$ cat src/rtl/rrcs_pkg.sv
// Shared types and constants of the round-robin cooldown scheduler.
`default_nettype none

package rrcs_pkg;

  localparam int NUM_SLOTS   = 64;
  localparam int SLOT_W      = $clog2(NUM_SLOTS);
  localparam int CNT_W       = $clog2(NUM_SLOTS + 1);
  localparam int MASK_W      = 64;
  localparam int SLOT_FLD_W  = 6;
  localparam int COOL_W      = 8;
  localparam int REFRESH_W   = 16;
  localparam int TURN_W      = 10;
  localparam logic [TURN_W-1:0] TURN_LIMIT = 10'd999;

  localparam logic [7:0]  INTERVAL_RST = 8'd30;
  localparam logic [15:0] REFRESH_RST  = 16'd600;

  localparam int CFG_AW = 3;
  localparam int CFG_DW = 32;
  localparam logic REG_INTERVAL = 1'b0;
  localparam logic REG_REFRESH  = 1'b1;

  typedef struct packed {
    logic                  req_type;
    logic                  map_idle;
    logic [MASK_W-1:0]     ready_mask;
    logic [SLOT_FLD_W-1:0] done_slot;
  } rrcs_in_t;

  typedef struct packed {
    logic                  grant_valid;
    logic [SLOT_FLD_W-1:0] grant_slot;
    logic [TURN_W-1:0]     turn_count;
  } rrcs_out_t;

  typedef enum logic [1:0] {
    OP_SKIP,
    OP_RUN,
    OP_DONE
  } rrcs_op_kind_t;

  typedef struct packed {
    rrcs_op_kind_t     kind;
    logic              done_ok;
    logic [MASK_W-1:0] ready_mask;
    logic [SLOT_W-1:0] done_slot;
  } rrcs_op_t;

  typedef enum logic [1:0] {
    B_IDLE,
    B_SWEEP,
    B_RESULT
  } rrcs_bstate_t;

endpackage

`default_nettype wire

$ cat src/rtl/rrcs_ram.sv
// Generic single-write, single-read RAM with registered read data.
`default_nettype none

module rrcs_ram #(
  parameter int WIDTH = 8,
  parameter int DEPTH = 64
) (
  input  wire logic                     clk,
  input  wire logic                     we,
  input  wire logic [$clog2(DEPTH)-1:0] waddr,
  input  wire logic [WIDTH-1:0]         wdata,
  input  wire logic                     re,
  input  wire logic [$clog2(DEPTH)-1:0] raddr,
  output      logic [WIDTH-1:0]         rdata
);

  logic [WIDTH-1:0] mem [DEPTH];

  always_ff @(posedge clk) begin
    if (we) begin
      mem[waddr] <= wdata;
    end
    if (re) begin
      rdata <= mem[raddr];
    end
  end

endmodule

`default_nettype wire

$ cat src/rtl/rrcs_front.sv
// Front end: accepts input transfers, classifies them, two-entry queue.
`default_nettype none

module rrcs_front import rrcs_pkg::*; (
  input  wire logic     clk,
  input  wire logic     rst_n,
  input  wire logic     in_valid,
  output      logic     in_stall,
  input  wire rrcs_in_t in_data,
  output      logic     q_valid,
  output      rrcs_op_t q_op,
  input  wire logic     q_pop
);

  rrcs_op_t   entry_r [2];
  logic       wr_ptr_r, wr_ptr_nxt;
  logic       rd_ptr_r, rd_ptr_nxt;
  logic [1:0] count_r,  count_nxt;
  logic       push;
  logic       pop;
  rrcs_op_t   op_in;

  always_comb begin
    op_in.ready_mask = in_data.ready_mask;
    op_in.done_slot  = SLOT_W'(in_data.done_slot);
    op_in.done_ok    = ({1'b0, in_data.done_slot} < (SLOT_FLD_W + 1)'(NUM_SLOTS));
    if (in_data.req_type) begin
      op_in.kind = OP_DONE;
    end else if (in_data.map_idle) begin
      op_in.kind = OP_RUN;
    end else begin
      op_in.kind = OP_SKIP;
    end
  end

  assign in_stall = (count_r == 2'd2);
  assign push     = in_valid && !in_stall;
  assign q_valid  = (count_r != 2'd0);
  assign pop      = q_pop && q_valid;
  assign q_op     = entry_r[rd_ptr_r];

  always_comb begin
    wr_ptr_nxt = push ? !wr_ptr_r : wr_ptr_r;
    rd_ptr_nxt = pop  ? !rd_ptr_r : rd_ptr_r;
    count_nxt  = count_r + 2'(push) - 2'(pop);
  end

  always_ff @(posedge clk) begin
    if (!rst_n) begin
      wr_ptr_r <= 1'b0;
      rd_ptr_r <= 1'b0;
      count_r  <= 2'd0;
    end else begin
      wr_ptr_r <= wr_ptr_nxt;
      rd_ptr_r <= rd_ptr_nxt;
      count_r  <= count_nxt;
    end
  end

  always_ff @(posedge clk) begin
    if (push) begin
      entry_r[wr_ptr_r] <= op_in;
    end
  end

endmodule

`default_nettype wire

$ cat src/rtl/rrcs_back.sv
// Back end: timers, cooldown sweep with round-robin pick, result register.
`default_nettype none

module rrcs_back import rrcs_pkg::*; (
  input  wire logic                 clk,
  input  wire logic                 rst_n,
  input  wire logic [COOL_W-1:0]    interval_frames,
  input  wire logic [REFRESH_W-1:0] refresh_frames,
  input  wire logic                 q_valid,
  input  wire rrcs_op_t             q_op,
  output      logic                 q_pop,
  output      logic                 out_valid,
  input  wire logic                 out_stall,
  output      rrcs_out_t            out_data
);

  localparam logic [SLOT_W-1:0] LAST_SLOT = SLOT_W'(NUM_SLOTS - 1);

  rrcs_bstate_t         state_r, state_nxt;
  rrcs_op_t             op_r, op_nxt;
  logic                 refresh_hit_r, refresh_hit_nxt;
  logic                 sched_hit_r, sched_hit_nxt;
  logic [COOL_W-1:0]    sched_timer_r, sched_timer_nxt;
  logic [REFRESH_W-1:0] refresh_timer_r, refresh_timer_nxt;
  logic [TURN_W-1:0]    turn_r, turn_nxt;
  logic [SLOT_W-1:0]    next_slot_r, next_slot_nxt;
  logic [CNT_W-1:0]     iss_cnt_r, iss_cnt_nxt;
  logic [SLOT_W-1:0]    iss_addr_r, iss_addr_nxt;
  logic                 p_vld_r, p_vld_nxt;
  logic [SLOT_W-1:0]    p_addr_r, p_addr_nxt;
  logic                 found_r, found_nxt;
  logic [SLOT_W-1:0]    gslot_r, gslot_nxt;
  logic [NUM_SLOTS-1:0] vld_r, vld_nxt;
  logic                 out_valid_r, out_valid_nxt;
  rrcs_out_t            out_data_r, out_data_nxt;

  logic                 ram_we;
  logic [SLOT_W-1:0]    ram_waddr;
  logic [COOL_W-1:0]    ram_wdata;
  logic                 ram_re;
  logic [SLOT_W-1:0]    ram_raddr;
  logic [COOL_W-1:0]    ram_rdata;

  logic [COOL_W-1:0]    cool_old;
  logic [COOL_W-1:0]    cool_new;

  rrcs_ram #(
    .WIDTH (COOL_W),
    .DEPTH (NUM_SLOTS)
  ) u_cool_ram (
    .clk   (clk),
    .we    (ram_we),
    .waddr (ram_waddr),
    .wdata (ram_wdata),
    .re    (ram_re),
    .raddr (ram_raddr),
    .rdata (ram_rdata)
  );

  assign out_valid = out_valid_r;
  assign out_data  = out_data_r;

  // Cooldown of the slot in the write-back stage; unwritten entries are zero.
  always_comb begin
    cool_old = vld_r[p_addr_r] ? ram_rdata : '0;
    if (refresh_hit_r || (cool_old == '0)) begin
      cool_new = '0;
    end else begin
      cool_new = cool_old - COOL_W'(1);
    end
  end

  always_comb begin
    state_nxt         = state_r;
    op_nxt            = op_r;
    refresh_hit_nxt   = refresh_hit_r;
    sched_hit_nxt     = sched_hit_r;
    sched_timer_nxt   = sched_timer_r;
    refresh_timer_nxt = refresh_timer_r;
    turn_nxt          = turn_r;
    next_slot_nxt     = next_slot_r;
    iss_cnt_nxt       = iss_cnt_r;
    iss_addr_nxt      = iss_addr_r;
    p_vld_nxt         = 1'b0;
    p_addr_nxt        = p_addr_r;
    found_nxt         = found_r;
    gslot_nxt         = gslot_r;
    vld_nxt           = vld_r;
    out_valid_nxt     = out_valid_r;
    out_data_nxt      = out_data_r;
    q_pop             = 1'b0;
    ram_we            = 1'b0;
    ram_waddr         = p_addr_r;
    ram_wdata         = cool_new;
    ram_re            = 1'b0;
    ram_raddr         = iss_addr_r;

    if (out_valid_r && !out_stall) begin
      out_valid_nxt = 1'b0;
    end

    case (state_r)
      B_IDLE: begin
        if (q_valid) begin
          q_pop     = 1'b1;
          op_nxt    = q_op;
          found_nxt = 1'b0;
          gslot_nxt = '0;
          state_nxt = B_RESULT;
          case (q_op.kind)
            OP_DONE: begin
              if (q_op.done_ok) begin
                ram_we             = 1'b1;
                ram_waddr          = q_op.done_slot;
                ram_wdata          = interval_frames;
                vld_nxt[q_op.done_slot] = 1'b1;
              end
            end
            OP_RUN: begin
              refresh_hit_nxt = (refresh_timer_r == '0);
              sched_hit_nxt   = (sched_timer_r == '0);
              if (refresh_timer_r == '0) begin
                refresh_timer_nxt = refresh_frames;
                if (turn_r < TURN_LIMIT) begin
                  turn_nxt = turn_r + TURN_W'(1);
                end
              end else begin
                refresh_timer_nxt = refresh_timer_r - REFRESH_W'(1);
              end
              if (sched_timer_r == '0) begin
                sched_timer_nxt = interval_frames;
              end else begin
                sched_timer_nxt = sched_timer_r - COOL_W'(1);
              end
              iss_cnt_nxt  = '0;
              iss_addr_nxt = (next_slot_r > LAST_SLOT) ? '0 : next_slot_r;
              state_nxt    = B_SWEEP;
            end
            default: begin
            end
          endcase
        end
      end

      B_SWEEP: begin
        // Issue stage: one read per cycle in round-robin order.
        if (iss_cnt_r != CNT_W'(NUM_SLOTS)) begin
          ram_re       = 1'b1;
          ram_raddr    = iss_addr_r;
          p_vld_nxt    = 1'b1;
          p_addr_nxt   = iss_addr_r;
          iss_cnt_nxt  = iss_cnt_r + CNT_W'(1);
          iss_addr_nxt = (iss_addr_r == LAST_SLOT) ? '0 : iss_addr_r + SLOT_W'(1);
        end
        // Write-back stage: store updated cooldown, first eligible slot wins.
        if (p_vld_r) begin
          ram_we           = 1'b1;
          ram_waddr        = p_addr_r;
          ram_wdata        = cool_new;
          vld_nxt[p_addr_r] = 1'b1;
          if (sched_hit_r && !found_r && op_r.ready_mask[p_addr_r] &&
              (cool_new == '0)) begin
            found_nxt     = 1'b1;
            gslot_nxt     = p_addr_r;
            next_slot_nxt = (p_addr_r == LAST_SLOT) ? '0 : p_addr_r + SLOT_W'(1);
          end
        end
        if ((iss_cnt_r == CNT_W'(NUM_SLOTS)) && !p_vld_r) begin
          state_nxt = B_RESULT;
        end
      end

      B_RESULT: begin
        if (!out_valid_r || !out_stall) begin
          out_valid_nxt            = 1'b1;
          out_data_nxt.grant_valid = found_r;
          out_data_nxt.grant_slot  = SLOT_FLD_W'(gslot_r);
          out_data_nxt.turn_count  = turn_r;
          state_nxt                = B_IDLE;
        end
      end

      default: begin
        state_nxt = B_IDLE;
      end
    endcase
  end

  always_ff @(posedge clk) begin
    if (!rst_n) begin
      state_r         <= B_IDLE;
      sched_timer_r   <= '0;
      refresh_timer_r <= '0;
      turn_r          <= '0;
      next_slot_r     <= '0;
      iss_cnt_r       <= '0;
      p_vld_r         <= 1'b0;
      found_r         <= 1'b0;
      vld_r           <= '0;
      out_valid_r     <= 1'b0;
    end else begin
      state_r         <= state_nxt;
      sched_timer_r   <= sched_timer_nxt;
      refresh_timer_r <= refresh_timer_nxt;
      turn_r          <= turn_nxt;
      next_slot_r     <= next_slot_nxt;
      iss_cnt_r       <= iss_cnt_nxt;
      p_vld_r         <= p_vld_nxt;
      found_r         <= found_nxt;
      vld_r           <= vld_nxt;
      out_valid_r     <= out_valid_nxt;
    end
  end

  always_ff @(posedge clk) begin
    op_r          <= op_nxt;
    refresh_hit_r <= refresh_hit_nxt;
    sched_hit_r   <= sched_hit_nxt;
    iss_addr_r    <= iss_addr_nxt;
    p_addr_r      <= p_addr_nxt;
    gslot_r       <= gslot_nxt;
    out_data_r    <= out_data_nxt;
  end

endmodule

`default_nettype wire

$ cat src/rtl/round_robin_cooldown_scheduler.sv
// Top level of the round-robin cooldown scheduler: config registers, front, back.
//
//   channel | direction | handshake             | payload
//   --------+-----------+-----------------------+----------------------------------
//   in_     | input     | in_valid / in_stall   | rrcs_in_t  (req, idle, mask, slot)
//   out_    | output    | out_valid / out_stall | rrcs_out_t (grant, slot, turns)
//   config  | input     | APB psel/penable      | interval_frames, refresh_frames
//
// Sweep: an idle tick sweeps all NUM_SLOTS slots through the single-port-read
//   cooldown RAM, one slot a cycle. A done request or a non-idle tick skips the
//   sweep and goes straight to the result stage.
// Reset: rst_n is synchronous; cooldowns read as zero until written (valid bits),
//   no clearing pass.
// Stalls: a two-entry queue takes input transfers while the back end works and
//   while a finished result waits in the output register.
`default_nettype none

module round_robin_cooldown_scheduler import rrcs_pkg::*; (
  input  wire logic              clk,
  input  wire logic              rst_n,
  // input channel
  input  wire logic              in_valid,
  output      logic              in_stall,
  input  wire rrcs_in_t          in_data,
  // result channel
  output      logic              out_valid,
  input  wire logic              out_stall,
  output      rrcs_out_t         out_data,
  // configuration port
  input  wire logic              psel,
  input  wire logic              penable,
  input  wire logic              pwrite,
  input  wire logic [CFG_AW-1:0] paddr,
  input  wire logic [CFG_DW-1:0] pwdata,
  output      logic [CFG_DW-1:0] prdata,
  output      logic              pready
);

  logic [COOL_W-1:0]    interval_r, interval_nxt;
  logic [REFRESH_W-1:0] refresh_r,  refresh_nxt;
  logic                 cfg_wr;
  logic                 q_valid;
  rrcs_op_t             q_op;
  logic                 q_pop;

  // Register i sits at byte address 4*i; paddr[2] picks the register.
  assign pready = 1'b1;
  assign cfg_wr = psel && penable && pwrite;

  always_comb begin
    interval_nxt = interval_r;
    refresh_nxt  = refresh_r;
    if (cfg_wr) begin
      case (paddr[2])
        REG_INTERVAL: interval_nxt = pwdata[COOL_W-1:0];
        REG_REFRESH:  refresh_nxt  = pwdata[REFRESH_W-1:0];
        default: begin
        end
      endcase
    end
  end

  always_comb begin
    case (paddr[2])
      REG_INTERVAL: prdata = CFG_DW'(interval_r);
      REG_REFRESH:  prdata = CFG_DW'(refresh_r);
      default:      prdata = '0;
    endcase
  end

  always_ff @(posedge clk) begin
    if (!rst_n) begin
      interval_r <= INTERVAL_RST;
      refresh_r  <= REFRESH_RST;
    end else begin
      interval_r <= interval_nxt;
      refresh_r  <= refresh_nxt;
    end
  end

  // Front: takes transfers, tags them as run tick, skipped tick or done.
  rrcs_front u_front (
    .clk      (clk),
    .rst_n    (rst_n),
    .in_valid (in_valid),
    .in_stall (in_stall),
    .in_data  (in_data),
    .q_valid  (q_valid),
    .q_op     (q_op),
    .q_pop    (q_pop)
  );

  // Back: timers, cooldown sweep, round-robin pick, result register.
  rrcs_back u_back (
    .clk             (clk),
    .rst_n           (rst_n),
    .interval_frames (interval_r),
    .refresh_frames  (refresh_r),
    .q_valid         (q_valid),
    .q_op            (q_op),
    .q_pop           (q_pop),
    .out_valid       (out_valid),
    .out_stall       (out_stall),
    .out_data        (out_data)
  );

endmodule

`default_nettype wire

$ cat config.mk
export PLATFORM = sky130hd
export DESIGN_NAME = round_robin_cooldown_scheduler
export DESIGN_NICKNAME = d
export VERILOG_FILES = /design/src/rtl/rrcs_pkg.sv /design/src/rtl/rrcs_ram.sv /design/src/rtl/rrcs_front.sv /design/src/rtl/rrcs_back.sv /design/src/rtl/round_robin_cooldown_scheduler.sv
export SDC_FILE = /design/constraint.sdc
export NUM_CORES = 1
export LEC_CHECK = 0
export ABC_AREA = 1
export BUFFER_PORTS_ARGS = -buffer_cell sky130_fd_sc_hd__buf_2
export CAP_MARGIN = 20
export CORE_MARGIN = 2
export CORE_UTILIZATION = 35
export CTS_CLUSTER_DIAMETER = 120
export DETAILED_ROUTE_END_ITERATION = 12
export SYNTH_ARGS = -nofsm -noshare
export SYNTH_HDL_FRONTEND = slang
export SYNTH_HIERARCHICAL = 1
export SYNTH_SLANG_ARGS = --single-unit
$ cat constraint.sdc
create_clock -name clk -period 6.5 [get_ports clk]
set_input_delay 1.3 -clock clk [delete_from_list [all_inputs] [get_ports clk]]
set_output_delay 1.3 -clock clk [all_outputs]
set_load 0.02 [all_outputs]
==> impl_metrics.csv, run 1 <==
group,metric,value,unit
status,status,"finished, final reports clean",
grt,grt.total_usage,15.9,%
yosys,async_flop_share,0,%
cts,cts_tree,"done",
sta,max_freq,210,MHz
die,initial_core_util,35.3,%
yosys,synth_area,0.0391,sq mm
cts,cts.clk_slew.worst_paths,0.06,ns
setup_path,arrival,5.04,ns
place,portBuffers,130,
routing,drt_iter0_drc,2304,
die,num_rows,122,
yosys,synthSimpleGateAreaFrac,20.4,%
cts,cts_sinks,910,
grt,gr-total-overflow,0,
setup_path,crit_fanout,32,
final_layout,fin_util,39.6,%
cts,cts_buffers,92,
sta,timing.final.ws_setup,1.73,ns
routing,via_per_inst,4.96,
cts,postCtsHoldBufs,0,
yosys,synth.top_cell.area_share,58.8,%
yosys,synth_xor_xnor_area_share,0.291,%
sta,post-route-period-util,73.3,%
final_layout,seq_area,0.0259,sq mm
yosys,synth_compound_area_share,4.24,%
sta,min_period,4.77,ns
die,fp.dieArea,0.114,sq mm
place,placed_area,0.0407,sq mm
sta,finalSetupViolCount,0,
cts,h-tree-depth,3,
yosys,synth_edf_count,765,
yosys,synth.largest_area_cell,"edfxtp_1",
yosys,yosys-top-cells-area,"edfxtp_1 (59%), nand2_1 (10%), dfxtp_1 (7.4%)",
yosys,ys_seq_area_share,66.2,%
sta,hold_viol,0,
grt,antenna_found_initial,2,
yosys,ys_ff_latch,910,
sta,final_max_slew_viol_count,0,
yosys,syn_inst,3577,
sta,setup_tns,0,ns
cts,post_cts_resized,0,
routing,routed_wl,93400,microns
worst_hold_path,min_to,"u_back/out_data[11]",
routing,vias,26000,
final_layout,final_cell_area,0.0439,sq mm
setup_path,criticalPathCategory,"reg -> reg",
die,die_w,338,microns
power_and_ir_drop,leakage,16.2,nW
yosys,synth_top_family_by_area,"simple AND/OR/NAND/NOR gates",
setup_path,critPathRequiredTime,6.77,ns
worst_hold_path,hold_depth,0,
setup_path,critPathCaptureType,"flip-flop",
yosys,synth-adder-area-share,0.416,%
routing,wire_per_inst,17.9,microns
final_layout,syn2layout_area_growth,12.3,%
place,dpl_worst_slack,1.79,ns
sta,relSlewSlack,27.5,%
setup_path,ff2ff_path_depth,10,
yosys,synth_cell_types,56,
worst_hold_path,hold_start,"u_back/gslot_r[1]",
grt,grt_pass1_wl,144000,microns
final_layout,nFillCells,10600,
power_and_ir_drop,ir_worst_vdd,0.267,mV
die,die_h,338,microns
power_and_ir_drop,design_power_total,0.0182,W
grt,grt_max_degree,169,
final_layout,nets,3798,
final_layout,drive_above_1_share,11.7,%
sta,fin_worst_skew,0.0289,ns
setup_path,r2r-end,"u_back/u_cool_ram/mem[6][0]",
sta,rsz0062_at_grt,"false",
cts,worstSkewPairLatency,0.65,ns
yosys,synth.most_common_cell,"nand2_1",
yosys,ys_warn_count,6,
die,core_area,0.111,sq mm
routing,drtAntennaViolNets,0,
yosys,synth.avg_cell_area,10.9,sq um
sta,worst_slew_pin_slew,1.09,ns
cts,root_buffer,"clkbuf_16",
setup_path,reg2reg_slack,1.73,ns
setup_path,start_kind,"flip-flop",
yosys,synth_ff_type,"edfxtp_1",
place,dp_hpwl,56300,microns
yosys,synth.area.mux_share,2.75,%
die,num_io_pins,166,
cts,postCtsSetupRepairBufs,0,
grt,grt_pass1_vias,24500,
yosys,synth_commonest_cells,"nand2_1 (1065), edfxtp_1 (765), nand3_1 (539), inv_1 (199), nor2_1 (179)",
routing,post-route-drc-count,0,
final_layout,multiInputGateArea,0.0112,sq mm
flow_run,maxCapViolCount,0,
place,gp_routability_congestion,0.865,
routing,first_pass_iters,5,
power_and_ir_drop,p_per_area,415,mW/mm^2
worst_hold_path,hold_class,"reg -> reg",
final_layout,n_antenna_cell,0,
cts,clockBufferDepth,3,
-- state kept, by name (all words and copies together) (netlist names), 2 cells and up, named ones only --
register                 cells
refresh_r                   16
u_front/entry_r            144
u_back/iss_cnt_r             7
u_back/gslot_r               6
u_back/u_cool_ram/mem      512
u_back/state_r               2
u_back/out_data             17
interval_r                   8
u_back/u_cool_ram/rdata      8
u_back/turn_r               10
u_back/op_r                 64
u_front/count_r              2
u_back/p_addr_r              6
u_back/sched_timer_r         8
u_back/refresh_timer_r      16
u_back/vld_r                64
u_back/iss_addr_r            6
u_back/next_slot_r           6
-- kinds of logic after synthesis --
kind of cell / count (synthesis)
fa+ha+maj: 13
compound gates: 290
xor+xnor: 13
simple gates: 1872
mux: 72
other cells: 3
flops: 910
buf+inv: 404
-- layer usage --
metal / up-vias / wire (microns) / GRT usage (%)
li1: 12600 / - / -
met3: 175 / 5130 / 2.56
met2: 717 / 44400 / 26.0
met4: 4 / 2870 / 5.44
met1: 12500 / 41000 / 21.6
met5: - / 23 / 0
-- worst max path at each step --
| stage | start | to | slack [ns] | cells past startpoint |
|---|---|---|---|---|
| 3_3_place_gp | u_back/p_addr_r[0] | u_back/u_cool_ram/mem[32][1] | 1.80 | 17 |
| 6_report | flip-flop | u_back/u_cool_ram/mem[6][0] | 1.73 | 10 |
| 3_5_place_dp | flip-flop | u_back/u_cool_ram/mem[7][0] | 1.79 | 9 |
| 2_1_floorplan | in_valid | u_front/entry_r[0][0] | 1.62 | 2 |
| 4_1_cts | flip-flop | u_back/u_cool_ram/mem[7][0] | 1.78 | 9 |
| 5_1_grt | u_back/p_addr_r[0] | u_back/u_cool_ram/mem[34][4] | 1.45 | 18 |
-- per-stage QoR --
stage | cells | hold slack, ns
floorplan | 3592 | 0.400
global placement | 5060 | 0.406
detailed placement | 5062 | 0.406
CTS | 5229 | 0.421
global route | 5232 | 0.434
finish | 5232 | 0.419
-- worst max-delay path, cell delays in order, from the launching register on --
cell	delay (ns)
dfxtp_4	0.39
buf_4	0.51
mux2_4	0.34
inv_1	0.08
nand3_1	0.19
nor2_1	0.17
buf_4	0.22
o21ai_0	0.31
inv_1	0.32
nand4_1	0.82
nor2_1	1.03
-- cell type report --
| class | instances | share of cell area [%] |
|---|---|---|
| inverter | 212 | 1.84 |
| clock inverter | 45 | 1.17 |
| sequential | 910 | 59.0 |
| multi-input combinational | 2278 | 25.4 |
| timing repair buffer | 177 | 2.47 |
| clock buffer | 122 | 5.83 |
| tap | 1488 | 4.24 |
-- layout by cell type (no fill, tap or decap), types with 3 or more instances in the layout --
master | Yosys | routed
a21oi_1 | 120 | 111
edfxtp_1 | 765 | 765
nand2_2 | 6 | 7
inv_2 | 6 | 8
nor3b_1 | 3 | 3
ha_1 | 13 | 13
nor2_4 | 5 | 6
nor4_1 | 12 | 12
clkbuf_1 | 44 | 16
o211ai_1 | 16 | 16
clkbuf_4 | 0 | 3
o31ai_1 | 3 | 3
inv_1 | 199 | 196
nand2_1 | 1065 | 1064
xor2_1 | 11 | 11
mux2_4 | 70 | 70
buf_12 | 7 | 4
clkinv_1 | 5 | 15
buf_4 | 37 | 40
nand3_1 | 539 | 539
conb_1 | 3 | 18
nand4_1 | 27 | 27
o22ai_1 | 65 | 65
o2111ai_1 | 4 | 4
clkinv_2 | 0 | 18
o21ai_1 | 6 | 6
clkbuf_16 | 0 | 94
nor2_2 | 5 | 6
buf_2 | 47 | 130
bufinv_16 | 0 | 10
dfxtp_1 | 145 | 144
a22oi_1 | 4 | 4
o21ai_0 | 57 | 57
nor3_1 | 21 | 21
a31oi_1 | 4 | 4
clkbuf_8 | 0 | 9
nor2_1 | 179 | 177
a21oi_4 | 0 | 8
inv_6 | 2 | 5
-- power by group --
group	total, W	switching [W]	internal (W)
sequential	0.00779	0.000220	0.00757
combinational	0.00505	0.00367	0.00138
clock	0.00536	0.00219	0.00317
(Power assumes the default switching activity.)
==> run 2, diff against run 1 <==
==> constraint.sdc (replaced) <==
create_clock -name clk -period 4.16 [get_ports clk]
set_input_delay 0.832 -clock clk [delete_from_list [all_inputs] [get_ports clk]]
set_output_delay 0.832 -clock clk [all_outputs]
set_load 0.02 [all_outputs]
==> run 2 against run 1 <==
  * Die area did not move
  * Via count rose by 1.5%
  * Flip-flop and latch count did not move
  * Critical path type unchanged
==> impl_metrics.csv, run 2 (synthesis gave the netlist of run 1 again) <==
group,metric,value,unit
grt,gr-total-overflow,0,
setup_path,critPathCaptureType,"flip-flop",
cts,cts_tree,"done",
routing,routed_wl,94700,microns
grt,grt_max_degree,216,
die,fp.dieArea,0.114,sq mm
grt,grt_pass1_wl,146000,microns
sta,setup_tns,0,ns
sta,whs,0.348,ns
cts,postCtsSetupRepairBufs,0,
setup_path,ff2ff_path_depth,7,
final_layout,nets,3838,
sta,max_freq,264,MHz
setup_path,start_kind,"flip-flop",
final_layout,final_common_cell,"nand2_1",
setup_path,critPathRequiredTime,4.45,ns
sta,min_period,3.78,ns
place,gp_routability_congestion,0.846,
die,initial_core_util,35.3,%
routing,drtAntennaViolNets,0,
setup_path,r2r-end,"u_back/u_cool_ram/mem[50][2]",
power_and_ir_drop,p_per_area,650,mW/mm^2
grt,grt.total_usage,16.2,%
cts,postCtsHoldBufs,0,
setup_path,arrival,4.08,ns
routing,wire_per_inst,17.9,microns
sta,hold_viol,0,
power_and_ir_drop,leakage,16.5,nW
sta,final_max_slew_viol_count,0,
routing,post-route-drc-count,0,
cts,cts.clk_slew.worst_paths,0.06,ns
cts,root_buffer,"clkbuf_16",
final_layout,final_cell_mix,"nand2_1 (1064), edfxtp_1 (765), nand3_1 (539)",
power_and_ir_drop,ir_worst_vdd,0.494,mV
setup_path,crit_fanout,15,
sta,relSlewSlack,26.3,%
final_layout,drive_above_1_share,12.6,%
cts,worstSkewPairLatency,0.67,ns
sta,fin_worst_skew,0.0408,ns
sta,post-route-period-util,91.0,%
place,dp_hpwl,56800,microns
die,core_area,0.111,sq mm
routing,via_per_inst,4.99,
final_layout,n_antenna_cell,0,
setup_path,criticalPathCategory,"reg -> reg",
setup_path,reg2reg_slack,0.38,ns
final_layout,largestRegisters,"u_back/u_cool_ram/mem (512), u_front/entry_r (144)",
place,portBuffers,130,
die,die_w,338,microns
grt,grt_pass1_vias,25100,
routing,first_pass_iters,6,
cts,cts_sinks,910,
sta,worst_slew_pin_slew,1.11,ns
sta,rsz0062_at_grt,"false",
setup_path,worstSetupEndpoint,"u_back/u_cool_ram/mem[50][2]",
cts,h-tree-depth,3,
cts,clockBufferDepth,3,
final_layout,top_register,"u_back/u_cool_ram/mem",
routing,drt_iter0_drc,2431,
grt,antenna_found_initial,1,
die,num_io_pins,166,
final_layout,largest_reg_flops,512,
final_layout,nFillCells,10600,
flow_run,maxCapViolCount,0,
cts,cts_buffers,94,
die,num_rows,122,
worst_hold_path,hold_class,"in -> reg",
final_layout,syn2layout_area_growth,13.5,%
die,die_h,338,microns
sta,finalSetupViolCount,0,
status,status,"finished, final reports clean",
routing,vias,26300,
[run 2: layout make-up]
cell class	count	area, sq um	area share [%]
clock buffers	115	2510	5.67
multi-input cells	2278	11200	25.2
clock inverters	60	616	1.39
repair buffers	215	1520	3.43
flip-flops and latches	910	25900	58.3
inverters	212	808	1.82
well taps	1488	1860	4.20
[run 2: report_power, final]
part	total (W)	internal, W	switching (W)
Combinational	0.00812	0.00230	0.00583
Clock	0.00850	0.00494	0.00356
Sequential	0.0122	0.0118	0.000380
[run 2: metal layers]
metal / global-route usage, % / part of all wire (%)
met5: 0 / 0.014
met4: 5.25 / 3.0
met3: 2.81 / 6.5
met2: 26.7 / 48
met1: 21.6 / 43
[run 2: worst min-delay path by stage]
stage	startpoint	end	slack, ns	cells past startpoint
floorplan	u_back/gslot_r[0]	u_back/out_data[10]	0.40	0
global placement	u_back/gslot_r[3]	u_back/out_data[13]	0.41	0
detailed placement	u_back/gslot_r[5]	u_back/out_data[15]	0.41	0
CTS	in_data[66]	u_front/entry_r[0][66]	0.31	1
global route	in_data[0]	u_front/entry_r[0][0]	0.32	1
finish	in_data[66]	u_front/entry_r[0][66]	0.35	1
[run 2: through the flow]
stage          util [%]  cells  total power, W  area, sq um  setup WS [ns]
2_1_floorplan         -   3592          0.0180        39200          0.459
3_3_place_gp       37.2   5102          0.0204        41200          0.393
3_5_place_dp       37.2   5102          0.0205        41200          0.355
4_1_cts            40.1   5277          0.0290        44300          0.324
5_1_grt            40.1   5278          0.0303        44400         0.0856
6_report           40.1   5278          0.0288        44400          0.375
[run 2: repair_timing]
action / in CTS / in global routing
endpoints found under the setup margin: 0 / 64
resized for setup: 0 / 1
hold endpoints to repair: 0 / 0
[run 2: worst max-delay path, stage by stage (launching register included)]
cell and delay, ns:
dfxtp_4 0.50, mux2_2 0.39, nand3_1 0.22, nor2_1 0.08
buf_4 0.19, o21ai_0 0.70, nand3_1 0.55, nor2_1 0.76
